File: src/qpe_pkg.sv
// Shared types, constants and helper functions of the quoted-printable encoder.
package qpe_pkg;

    localparam int unsigned LIMIT_W      = 7;
    localparam int unsigned COUNT_W      = 7;
    localparam int unsigned STEP_W       = 3;
    localparam int unsigned QUEUE_DEPTH  = 4;

    localparam logic [LIMIT_W-1:0] LIMIT_RESET = 7'd75;
    localparam logic [LIMIT_W-1:0] LIMIT_MAX   = 7'd125;

    localparam logic [7:0] CHAR_TAB = 8'd9;
    localparam logic [7:0] CHAR_LF  = 8'd10;
    localparam logic [7:0] CHAR_CR  = 8'd13;
    localparam logic [7:0] CHAR_EQ  = 8'd61;

    // One classified byte waiting to be expanded into characters.
    typedef struct packed {
        logic [7:0] data_byte;
        logic       literal;
        logic       soft_break;
    } job_t;

    function automatic logic is_literal(input logic [7:0] b);
        return (b == CHAR_TAB) || ((b >= 8'd32) && (b <= 8'd60))
            || ((b >= 8'd62) && (b <= 8'd126));
    endfunction

    function automatic logic [7:0] hex_char(input logic [3:0] nib);
        logic [7:0] r;
        if (nib < 4'd10)
        begin
            r = 8'd48 + {4'd0, nib};
        end
        else
        begin
            r = 8'd55 + {4'd0, nib};
        end
        return r;
    endfunction

endpackage

File: src/qpe_if.sv
// Valid/ready channel interfaces for message bytes and encoded characters.
interface qpe_byte_if;
    logic       valid;
    logic       ready;
    logic [7:0] data_byte;
    logic       message_start;

    modport source (output valid, output data_byte, output message_start, input ready);
    modport sink   (input valid, input data_byte, input message_start, output ready);
endinterface

interface qpe_char_if;
    logic       valid;
    logic       ready;
    logic [7:0] out_char;
    logic       last_of_run;

    modport source (output valid, output out_char, output last_of_run, input ready);
    modport sink   (input valid, input out_char, input last_of_run, output ready);
endinterface

File: src/qpe_front.sv
// Front end: accepts bytes, classifies them and tracks the line count.
module qpe_front (
    input  logic                             clk,
    input  logic                             rst_n,
    input  logic [qpe_pkg::LIMIT_W-1:0]      line_limit,
    qpe_byte_if.sink                         msg,
    input  logic                             queue_full,
    output logic                             push,
    output qpe_pkg::job_t                    job
);

    logic [qpe_pkg::COUNT_W-1:0] line_count_reg;
    logic [qpe_pkg::COUNT_W-1:0] line_count_next;
    logic [qpe_pkg::LIMIT_W-1:0] limit_eff;
    logic [qpe_pkg::COUNT_W-1:0] base;
    logic [qpe_pkg::COUNT_W:0]   sum;
    logic                        lit;
    logic                        brk;

    assign msg.ready = !queue_full;
    assign push      = msg.valid && !queue_full;

    always_comb
    begin
        limit_eff = (line_limit > qpe_pkg::LIMIT_MAX) ? qpe_pkg::LIMIT_MAX : line_limit;
        lit       = qpe_pkg::is_literal(msg.data_byte);
        base      = msg.message_start ? '0 : line_count_reg;
        sum       = {1'b0, base} + (lit ? 8'd1 : 8'd3);
        brk       = (sum >= {1'b0, limit_eff});
        line_count_next = line_count_reg;
        if (push)
        begin
            line_count_next = brk ? '0 : sum[qpe_pkg::COUNT_W-1:0];
        end
        job.data_byte  = msg.data_byte;
        job.literal    = lit;
        job.soft_break = brk;
    end

    always_ff @(posedge clk or negedge rst_n)
    begin
        if (!rst_n)
        begin
            line_count_reg <= '0;
        end
        else
        begin
            line_count_reg <= line_count_next;
        end
    end

endmodule

File: src/qpe_queue.sv
// Small job queue between front end and character sequencer.
module qpe_queue #(
    parameter int unsigned DEPTH = qpe_pkg::QUEUE_DEPTH
) (
    input  logic          clk,
    input  logic          rst_n,
    input  logic          push,
    input  qpe_pkg::job_t push_job,
    input  logic          pop,
    output qpe_pkg::job_t head_job,
    output logic          not_empty,
    output logic          full
);

    localparam int unsigned PTR_W = $clog2(DEPTH);
    localparam int unsigned CNT_W = $clog2(DEPTH + 1);

    qpe_pkg::job_t    entry_reg [DEPTH];
    logic [PTR_W-1:0] wr_ptr_reg;
    logic [PTR_W-1:0] rd_ptr_reg;
    logic [CNT_W-1:0] count_reg;

    assign not_empty = (count_reg != '0);
    assign full      = (count_reg == CNT_W'(DEPTH));
    assign head_job  = entry_reg[rd_ptr_reg];

    function automatic logic [PTR_W-1:0] wrap_inc(input logic [PTR_W-1:0] p);
        return (p == PTR_W'(DEPTH - 1)) ? '0 : p + 1'b1;
    endfunction

    always_ff @(posedge clk)
    begin
        if (push)
        begin
            entry_reg[wr_ptr_reg] <= push_job;
        end
    end

    always_ff @(posedge clk or negedge rst_n)
    begin
        if (!rst_n)
        begin
            wr_ptr_reg <= '0;
            rd_ptr_reg <= '0;
            count_reg  <= '0;
        end
        else
        begin
            if (push)
            begin
                wr_ptr_reg <= wrap_inc(wr_ptr_reg);
            end
            if (pop)
            begin
                rd_ptr_reg <= wrap_inc(rd_ptr_reg);
            end
            if (push && !pop)
            begin
                count_reg <= count_reg + 1'b1;
            end
            else if (pop && !push)
            begin
                count_reg <= count_reg - 1'b1;
            end
        end
    end

endmodule

File: src/qpe_back.sv
// Back end: expands one job into characters, one per cycle while the receiver is ready, into an output register.
module qpe_back (
    input  logic          clk,
    input  logic          rst_n,
    input  qpe_pkg::job_t head_job,
    input  logic          not_empty,
    output logic          pop,
    qpe_char_if.source    enc
);

    qpe_pkg::job_t              cur_job_reg;
    logic                       cur_valid_reg;
    logic [qpe_pkg::STEP_W-1:0] step_reg;
    logic                       out_valid_reg;
    logic [7:0]                 out_char_reg;
    logic                       out_last_reg;

    logic [qpe_pkg::STEP_W-1:0] brk_pos;
    logic [qpe_pkg::STEP_W-1:0] last_step;
    logic [7:0]                 ch;
    logic                       is_last;
    logic                       out_load;

    assign enc.valid       = out_valid_reg;
    assign enc.out_char    = out_char_reg;
    assign enc.last_of_run = out_last_reg;

    always_comb
    begin
        brk_pos   = step_reg - (cur_job_reg.literal ? 3'd1 : 3'd3);
        last_step = (cur_job_reg.literal ? 3'd0 : 3'd2)
                  + (cur_job_reg.soft_break ? 3'd3 : 3'd0);
        is_last   = (step_reg == last_step);
        priority if (cur_job_reg.literal && step_reg == 3'd0)
        begin
            ch = cur_job_reg.data_byte;
        end
        else if (!cur_job_reg.literal && step_reg == 3'd0)
        begin
            ch = qpe_pkg::CHAR_EQ;
        end
        else if (!cur_job_reg.literal && step_reg == 3'd1)
        begin
            ch = qpe_pkg::hex_char(cur_job_reg.data_byte[7:4]);
        end
        else if (!cur_job_reg.literal && step_reg == 3'd2)
        begin
            ch = qpe_pkg::hex_char(cur_job_reg.data_byte[3:0]);
        end
        else
        begin
            unique case (brk_pos)
                3'd0:    ch = qpe_pkg::CHAR_EQ;
                3'd1:    ch = qpe_pkg::CHAR_CR;
                default: ch = qpe_pkg::CHAR_LF;
            endcase
        end
        out_load = cur_valid_reg && (!out_valid_reg || enc.ready);
        pop      = not_empty && (!cur_valid_reg || (out_load && is_last));
    end

    always_ff @(posedge clk)
    begin
        if (pop)
        begin
            cur_job_reg <= head_job;
        end
        if (out_load)
        begin
            out_char_reg <= ch;
            out_last_reg <= is_last;
        end
    end

    always_ff @(posedge clk or negedge rst_n)
    begin
        if (!rst_n)
        begin
            cur_valid_reg <= 1'b0;
            step_reg      <= '0;
            out_valid_reg <= 1'b0;
        end
        else
        begin
            if (pop)
            begin
                cur_valid_reg <= 1'b1;
                step_reg      <= '0;
            end
            else if (out_load)
            begin
                if (is_last)
                begin
                    cur_valid_reg <= 1'b0;
                end
                step_reg <= step_reg + 1'b1;
            end
            if (out_load)
            begin
                out_valid_reg <= 1'b1;
            end
            else if (enc.ready)
            begin
                out_valid_reg <= 1'b0;
            end
        end
    end

endmodule

File: src/quoted_printable_encoder.sv
// Top level of the quoted-printable encoder.
//
// Channels: msg takes one message byte per item (data_byte, message_start);
// enc gives one encoded character per item (out_char, last_of_run), and
// last_of_run marks the final character that belongs to one input byte.
// cfg_we/cfg_wdata write line_limit (reset 75); write only while idle.
//
// A literal byte yields one character, an escaped byte three ("=XY"), and a
// soft break "=" CR LF adds three more, so an item yields 1 to 6 characters;
// the one-character-per-cycle output register sets the rate while the receiver
// is ready. A byte goes through the job queue and the current-job register into
// the output register. Input items are taken every cycle while the job queue
// has room, so bytes keep flowing in while earlier ones are still being expanded.
//
// Reset clears the line count, the queue and the output register, and loads
// the limit with 75. If the receiver stalls, the output register holds its
// character, the sequencer waits, and the front stalls once the queue fills.
module quoted_printable_encoder #(
    parameter int unsigned QUEUE_DEPTH = qpe_pkg::QUEUE_DEPTH  // 2 or more
) (
    input  logic                        clk,
    input  logic                        rst_n,
    input  logic                        cfg_we,
    input  logic [qpe_pkg::LIMIT_W-1:0] cfg_wdata,
    qpe_byte_if.sink                    msg,
    qpe_char_if.source                  enc
);

    logic [qpe_pkg::LIMIT_W-1:0] line_limit_reg;

    // Front-to-queue and queue-to-back hookup
    logic          push;
    qpe_pkg::job_t push_job;
    logic          pop;
    qpe_pkg::job_t head_job;
    logic          not_empty;
    logic          full;

    // Limit register; clamping to the legal range happens in the front end
    always_ff @(posedge clk or negedge rst_n)
    begin
        if (!rst_n)
        begin
            line_limit_reg <= qpe_pkg::LIMIT_RESET;
        end
        else if (cfg_we)
        begin
            line_limit_reg <= cfg_wdata;
        end
    end

    // Classify each byte and decide whether a soft break follows it
    qpe_front u_front (
        .clk        (clk),
        .rst_n      (rst_n),
        .line_limit (line_limit_reg),
        .msg        (msg),
        .queue_full (full),
        .push       (push),
        .job        (push_job)
    );

    // Decouples byte intake from character output
    qpe_queue #(
        .DEPTH (QUEUE_DEPTH)
    ) u_queue (
        .clk       (clk),
        .rst_n     (rst_n),
        .push      (push),
        .push_job  (push_job),
        .pop       (pop),
        .head_job  (head_job),
        .not_empty (not_empty),
        .full      (full)
    );

    // Character sequencer with registered output
    qpe_back u_back (
        .clk       (clk),
        .rst_n     (rst_n),
        .head_job  (head_job),
        .not_empty (not_empty),
        .pop       (pop),
        .enc       (enc)
    );

endmodule

File: src/flat_wrapper.sv
// flat-port wrapper written by rule: the top's interface ports become plain ports
module quoted_printable_encoder_flat 
#(
    parameter int unsigned QUEUE_DEPTH = qpe_pkg::QUEUE_DEPTH              
)
  (clk, rst_n, cfg_we, cfg_wdata, msg_valid, msg_data_byte, msg_message_start, msg_ready, enc_valid, enc_out_char, enc_last_of_run, enc_ready);
  qpe_byte_if msg_i ();
  qpe_char_if enc_i ();
  input  logic clk;
  input  logic rst_n;
  input  logic cfg_we;
  input  logic [qpe_pkg::LIMIT_W-1:0] cfg_wdata;
  input wire logic [$bits(msg_i.valid)-1:0] msg_valid;
  input wire logic [$bits(msg_i.data_byte)-1:0] msg_data_byte;
  input wire logic [$bits(msg_i.message_start)-1:0] msg_message_start;
  output wire logic [$bits(msg_i.ready)-1:0] msg_ready;
  output wire logic [$bits(enc_i.valid)-1:0] enc_valid;
  output wire logic [$bits(enc_i.out_char)-1:0] enc_out_char;
  output wire logic [$bits(enc_i.last_of_run)-1:0] enc_last_of_run;
  input wire logic [$bits(enc_i.ready)-1:0] enc_ready;
  assign msg_i.valid = msg_valid;
  assign msg_i.data_byte = msg_data_byte;
  assign msg_i.message_start = msg_message_start;
  assign msg_ready = msg_i.ready;
  assign enc_valid = enc_i.valid;
  assign enc_out_char = enc_i.out_char;
  assign enc_last_of_run = enc_i.last_of_run;
  assign enc_i.ready = enc_ready;
  quoted_printable_encoder #(.QUEUE_DEPTH(QUEUE_DEPTH)) u_core (.clk(clk), .rst_n(rst_n), .cfg_we(cfg_we), .cfg_wdata(cfg_wdata), .msg(msg_i), .enc(enc_i));
endmodule
File: config.mk
export PLATFORM = sky130hd
export DESIGN_NAME = quoted_printable_encoder_flat
export DESIGN_NICKNAME = d
export VERILOG_FILES = /design/src/qpe_pkg.sv /design/src/qpe_if.sv /design/src/qpe_front.sv /design/src/qpe_queue.sv /design/src/qpe_back.sv /design/src/quoted_printable_encoder.sv /design/src/flat_wrapper.sv
export SDC_FILE = /design/constraint.sdc
export NUM_CORES = 1
export LEC_CHECK = 0
export BUFFER_PORTS_ARGS = -buffer_cell sky130_fd_sc_hd__buf_2
export CAP_MARGIN = 40
export CORE_UTILIZATION = 60
export DETAILED_ROUTE_END_ITERATION = 12
export PLACE_DENSITY_LB_ADDON = 0.3
export SKIP_CTS_REPAIR_TIMING = 1
export SLEW_MARGIN = 10
export SYNTH_ARGS = -nofsm -noshare
export SYNTH_HDL_FRONTEND = slang
export SYNTH_SLANG_ARGS = --single-unit
File: constraint.sdc
create_clock -name clk -period 3.4 [get_ports clk]
set_clock_uncertainty 0.05 [all_clocks]
set_input_delay 0.68 -clock clk [delete_from_list [all_inputs] [get_ports clk]]
set_output_delay 0.68 -clock clk [all_outputs]
set_load 0.05 [all_outputs]
# Yosys cells after proc, flatten, opt, wreduce, memory -nomap -nowiden
# Memory sizes are Yosys's and may differ from the RTL's. A register that Yosys moved wholly into a read port is not among the register bits.
# Cells that the tools add are included.
[word_totals]
reg_bits = 35
ramBits = 40
input_bits = 21
memories = 1
[mem_list]
columns = ["name", "words", "width", "rd", "rd_ports_with_merged_regs", "write_ports", "line_no", "text"]
rows = [
  ["u_core.u_queue.entry_reg", 4, 10, 1, 1, 1, "qpe_queue.sv:18", "qpe_pkg::job_t entry_reg [DEPTH];"],
]
[classes]
add_sub_neg = 12
magnitude_cmp = 8
n_eq_ne = 8
muxes = 27
n_reduce_logical = 30
[op_table]
columns = ["operator", "count"]
rows = [
  ["7-bit 2-to-1 mux", 5],
  ["8-bit 2-to-1 mux", 4],
  ["6-bit by 4-bit adder with 7-bit output (first input constant)", 4],
  ["8-bit by 6-bit greater-or-equal comparator with 1-bit output (second input constant)", 2],
  ["1-bit logical AND", 12],
  ["2-bit 2-to-1 mux", 6],
  ["3-bit 2-to-1 mux", 4],
  ["6-bit case mux with 2 select lines", 1],
  ["7-bit by 2-bit adder with 8-bit output", 1],
  ["8-bit by 4-bit equality test with 1-bit output (second input constant)", 1],
  ["8-bit by 7-bit greater-or-equal comparator with 1-bit output", 1],
  ["8-bit by 6-bit less-or-equal comparator with 1-bit output (second input constant)", 1],
  ["8-bit by 7-bit less-or-equal comparator with 1-bit output (second input constant)", 1],
  ["4-bit less-than comparator (second input constant)", 2],
  ["2-bit nonzero test", 4],
  ["7-bit greater-than comparator (second input constant)", 1],
  ["1-bit 2-to-1 mux", 7],
  ["3-bit by 1-bit adder with 3-bit output (second input constant)", 2],
  ["3-bit by 1-bit equality test with 1-bit output (second input constant)", 2],
  ["1-bit zero test", 6],
  ["3-bit zero test", 2],
  ["2-bit by 1-bit adder with 2-bit output (second input constant)", 2],
  ["2-bit equality test (second input constant)", 2],
  ["1-bit logical OR", 4],
  ["other kinds (8)", 8],
]

# Logic depth before layout (Yosys ltp)
[logic_depth]
word_depth = 9
ltp_mapped = 15
ltp_nobuf = 15

# Modules after synthesis
# From an unflattened synthesis, not the netlist that was laid out.
[unflattened]
cells_unflattened = 328
hier_area_um2 = 4334.2
[modules_own_cells]
columns = ["module", "n_inst", "cells_per_inst", "area_each_um2", "seq_area_each_um2"]
rows = [
  ["qpe_queue", 1, 89, 1864.3, 1376.3],
  ["qpe_back", 1, 123, 1326.3, 695.7],
  ["qpe_front", 1, 101, 847.1, 175.2],
  ["quoted_printable_encoder", 1, 15, 296.5, 180.2],
]

# Worst setup path before layout
# No wires, ideal clock.
[synth_path]
path_kind = "input port to flip-flop"
start = "input port msg_data_byte[4]"
end = "register u_core.u_front.line_count_reg[0] (netlist name)"
setup_ns = 0.096
arrival_ns = 3.246
path_slack_ns = 0.008
stages = 14
n_path_buf = 0
path_cell_list = "nand3_1 > o21ai_0 > a21oi_1 > o21ai_0 > inv_1 > fa_1 > nor3b_2 > xnor2_1 > nor2_1 > ha_1 > nor2b_1 > a311oi_1 > o21ai_1 > o31ai_1"
[synth_via]
elab_chain_len = 8
word_cells_on_any_way = 13
cone_classes = "add/sub: 1; order compare: 5; eq/ne: 1; mux: 2; reduce/logical: 4"
[synth_lines]
columns = ["element", "line_no", "text"]
rows = [
  ["start, declared", "flat_wrapper.sv:14", "input wire logic [$bits(msg_i.data_byte)-1:0] msg_data_byte;"],
  ["8-bit by 6-bit greater-or-equal comparator with 1-bit output or 8-bit by 6-bit less-or-equal comparator with 1-bit output (tied branches)", "qpe_pkg.sv:25", "return (b == CHAR_TAB) || ((b >= 8'd32) && (b <= 8'd60))"],
  ["1-bit logical AND", "qpe_pkg.sv:25", ""],
  ["1-bit logical OR", "qpe_pkg.sv:25", ""],
  ["1-bit logical OR *", "qpe_pkg.sv:26", "|| ((b >= 8'd62) && (b <= 8'd126));"],
  ["net u_core.u_front.lit", "qpe_front.sv:17", "logic lit;"],
  ["2-bit 2-to-1 mux *", "qpe_front.sv:28", "sum = {1'b0, base} + (lit ? 8'd1 : 8'd3);"],
  ["7-bit by 2-bit adder with 8-bit output *", "qpe_front.sv:28", ""],
  ["8-bit by 7-bit greater-or-equal comparator with 1-bit output *", "qpe_front.sv:29", "brk = (sum >= {1'b0, limit_eff});"],
  ["net u_core.u_front.brk", "qpe_front.sv:18", "logic brk;"],
  ["7-bit 2-to-1 mux *", "qpe_front.sv:33", "line_count_next = brk ? '0 : sum[qpe_pkg::COUNT_W-1:0];"],
  ["end signal, assigned", "qpe_front.sv:48", "line_count_reg <= line_count_next;"],
  ["end, declared", "qpe_front.sv:12", "logic [qpe_pkg::COUNT_W-1:0] line_count_reg;"],
]
# Mark *: on every way through the listed nets, which the timed path passes. The rest lies on a longest branch.
# A chain may end at the register's enable or synchronous reset.

# Worst setup path in the final report
# Ends and elaborated chain as after synthesis.

==> qor.yml <==
outcome:
  outcome: "finished, violations left"
  violations: "DRC"
setup_path:
  rrSetupSlack_ns: 0.62
  cp_slowest_cell: "fa_2"
  path_cells: "buf_2 > nand3_1 > o21ai_1 > a21oi_1 > o21ai_2 > inv_1 > fa_2 > nor3b_2 > xnor2_1 > nor2_1 > ha_1 > nor2b_1 > a311oi_1 > o21ai_1 > buf_4 > o31ai_1"
  criticalPathCategory: "input port to flop"
  reg2reg_to: "u_core.u_front.line_count_reg[0]$_DFFE_PN0P_"
  cp-end-kind: "flop"
  critical_path_peak_fanout: 7
  start_kind: "input port"
  r2r_start: "u_core.u_front.line_count_reg[1]$_DFFE_PN0P_"
  arrival_ns: 3.43
  cp_data_required_time_ns: 3.62
  slowest_delay_ns: 0.44
  ff2ff_path_depth: 13
  crit_top_cell: "o21ai_1"
synthesis:
  synth_area_mm2: 0.00412
  synth_edf_count: 59
  yosys.area_share.adder_pct: 7.65
  ys_ff_latch: 85
  syn_nets: 359
  yosys_warnings: 0
  synth-simple-area-share_pct: 10.6
  seq_area_frac_synth_pct: 58.9
  synth_cell_types: 51
  synthMuxAreaShare_pct: 7.52
  syn_avg_cell_area_um2: 13.1
  synth_top_family_by_area: "simple AND/OR/NAND/NOR gates"
  ys.flop_type: "edfxtp_1"
  synthCells: 314
  synth-compound-area-share_pct: 8.71
  async_flop_share_pct: 30.6
  synth_xor_area_share_pct: 3.37
finish:
  nets: 410
  layout_commonest_cell: "edfxtp_1"
  antenna_cells: 0
  area_delta_synth_final_pct: 13.6
  drive_above_1_share_pct: 27.8
  layout_common_cells: "edfxtp_1 (59), buf_2 (31), nand2_1 (25)"
  largest_reg_flops: 40
  final_cells: 447
  fill_cells: 414
sta:
  max_freq_mhz: 311
  fin_setup_tns_ns: 0
  period_needed_ns: 3.21
  holdWs_ns: 0.257
  worst_pin_slew_ns: 0.718
  slew_viol_final: 0
  hold_viol_final: 0
  setup_viol: 0
  slew_headroom_pct: 52.1
  setup_ws_ns: 0.186
  min_period_over_period_pct: 94.5
place:
  dp_hpwl_um: 5190
  port_buffers: 31
  pre_cts_ws_ns: -0.484
  place_congestion: 0.919
  place_inst: 431
die:
  ios: 32
  dieArea_mm2: 0.00721
  initial_core_util_pct: 63.5
  rows: 29
  die_w_um: 84.9
  die_height_um: 84.9
  coreArea_mm2: 0.00649
global_route:
  grt_pass1_vias: 2589
  grt-ovfl-total: 0
  antenna_found_initial: 0
  grt_max_degree: 27
  grt_pass1_wl_um: 12300
  grt_use_total_pct: 22.9
route:
  wire_per_inst_um: 16.5
  routed_via_density: 5.69
  ant_nets: 0
  route.vias.total: 2542
  drc: 2
  first_iter_violations: 184
  drt-total-wl_um: 7380
  dr.pass1.iters: 9
cts:
  clock-root-buffer: "clkbuf_8"
  cts_buffer_depth: 2
  cts.sinks: 85
  cts_tree: "yes"
  htreeDepth: 3
  clkLatencyLatePin_ns: 0.36
  cts.clk_slew.worst_paths_ns: 0.09
  cts_buffers: 9
power_and_ir_drop:
  power_leakage_nw: 1.90
  p_per_area_mw_per_mm2: 816
  ir_drop_mv: 0.473
flow_run:
  maxCapViolCount: 0
min_path:
  min-delay-path-class: "input port to async pin"
power breakdown:
part / switching (mW) / total (mW) / leakage (nW) / internal (mW)
sequential: 0.248 / 1.71 / 0.856 / 1.46
combinational: 0.800 / 1.41 / 0.953 / 0.606
clock: 0.369 / 0.710 / 0.0957 / 0.341
cell usage after synthesis, types with 2 or more instances:
| cell type | count | area, um2 |
|---|---|---|
| a21oi_1 | 18 | 90.1 |
| a221oi_1 | 2 | 17.5 |
| a31oi_1 | 3 | 18.8 |
| and3_1 | 5 | 31.3 |
| buf_2 | 3 | 15.0 |
| buf_6 | 2 | 22.5 |
| clkbuf_1 | 3 | 11.3 |
| dfrtp_1 | 22 | 551 |
| dfstp_2 | 4 | 105 |
| edfxtp_1 | 59 | 1770 |
| fa_1 | 2 | 40.0 |
| ha_1 | 22 | 275 |
| inv_1 | 23 | 86.3 |
| mux2_2 | 4 | 45.0 |
| mux2_4 | 2 | 30.0 |
| mux4_2 | 10 | 225 |
| nand2_1 | 25 | 93.8 |
| nand2b_1 | 6 | 37.5 |
| nand3_1 | 6 | 30.0 |
| nor2_1 | 19 | 71.3 |
| nor2b_1 | 3 | 18.8 |
| nor3_1 | 4 | 20.0 |
| o21ai_0 | 19 | 95.1 |
| o21ai_1 | 3 | 15.0 |
| o21bai_1 | 2 | 15.0 |
| o31ai_1 | 3 | 22.5 |
| o32a_1 | 2 | 20.0 |
| or3_1 | 3 | 18.8 |
| xnor2_1 | 8 | 70.1 |
| xor2_1 | 6 | 52.6 |
worst max path at each step:
stage / from / to / slack [ns]
floorplan: msg_data_byte[4] / u_core.u_front.line_count_reg[0]$_DFFE_PN0P_ / 0.008
global placement: msg_data_byte[4] / u_core.u_front.line_count_reg[0]$_DFFE_PN0P_ / -0.32
detailed placement: msg_data_byte[4] / u_core.u_front.line_count_reg[1]$_DFFE_PN0P_ / -0.48
CTS: msg_data_byte[4] / u_core.u_front.line_count_reg[1]$_DFFE_PN0P_ / -0.09
global route: msg_data_byte[4] / u_core.u_front.line_count_reg[1]$_DFFE_PN0P_ / -0.01
finish: msg_data_byte[4] / u_core.u_front.line_count_reg[0]$_DFFE_PN0P_ / 0.19
critical path, delay by kind of cell:
kind | cells | cell delay [ns]
AO/OA/AOI/OAI | 6 | 0.95
XOR/XNOR | 1 | 0.16
adder cells (fa/ha/maj) | 2 | 0.74
buffers and inverters | 3 | 0.38
AND/OR/NAND/NOR | 4 | 0.51
per-stage QoR:
step / utilization (%) / power [mW] / instance area, um2
final: 72.1 / 3.82 / 4680
after global routing: 72.1 / 4.07 / 4680
after CTS: 71.6 / 3.83 / 4650
after detailed placement: 68.6 / 3.11 / 4450
after global placement: 68.6 / 3.04 / 4450
after floorplan: - / 2.76 / 4120
area by class of cell:
class / instances / area (um2) / area share (%)
Inverter: 23 / 86.3 / 1.84
Sequential cell: 85 / 2430 / 51.8
Timing Repair Buffer: 48 / 283 / 6.04
Clock buffer: 9 / 124 / 2.64
Tap cell: 77 / 96.3 / 2.06
Multi-Input combinational cell: 198 / 1590 / 34.0
Clock inverter: 7 / 73.8 / 1.58
kinds of logic after synthesis:
family,count (synthesis)
AND/OR/NAND/NOR,83
AO/OA/AOI/OAI,59
adder cells (fa/ha/maj),24
flip-flops,85
buffers and inverters,31
XOR/XNOR,15
multiplexers,17
routing by layer:
metal / vias up / part of all wire [%] / GRT usage [%]
li1: 1244 / - / -
met1: 1219 / 43 / 29.1
met2: 68 / 51 / 37.7
met3: 11 / 4.1 / 5.06
met4: 0 / 1.5 / 11.2
met5: - / 0 / 0
(Power assumes the default switching activity.)
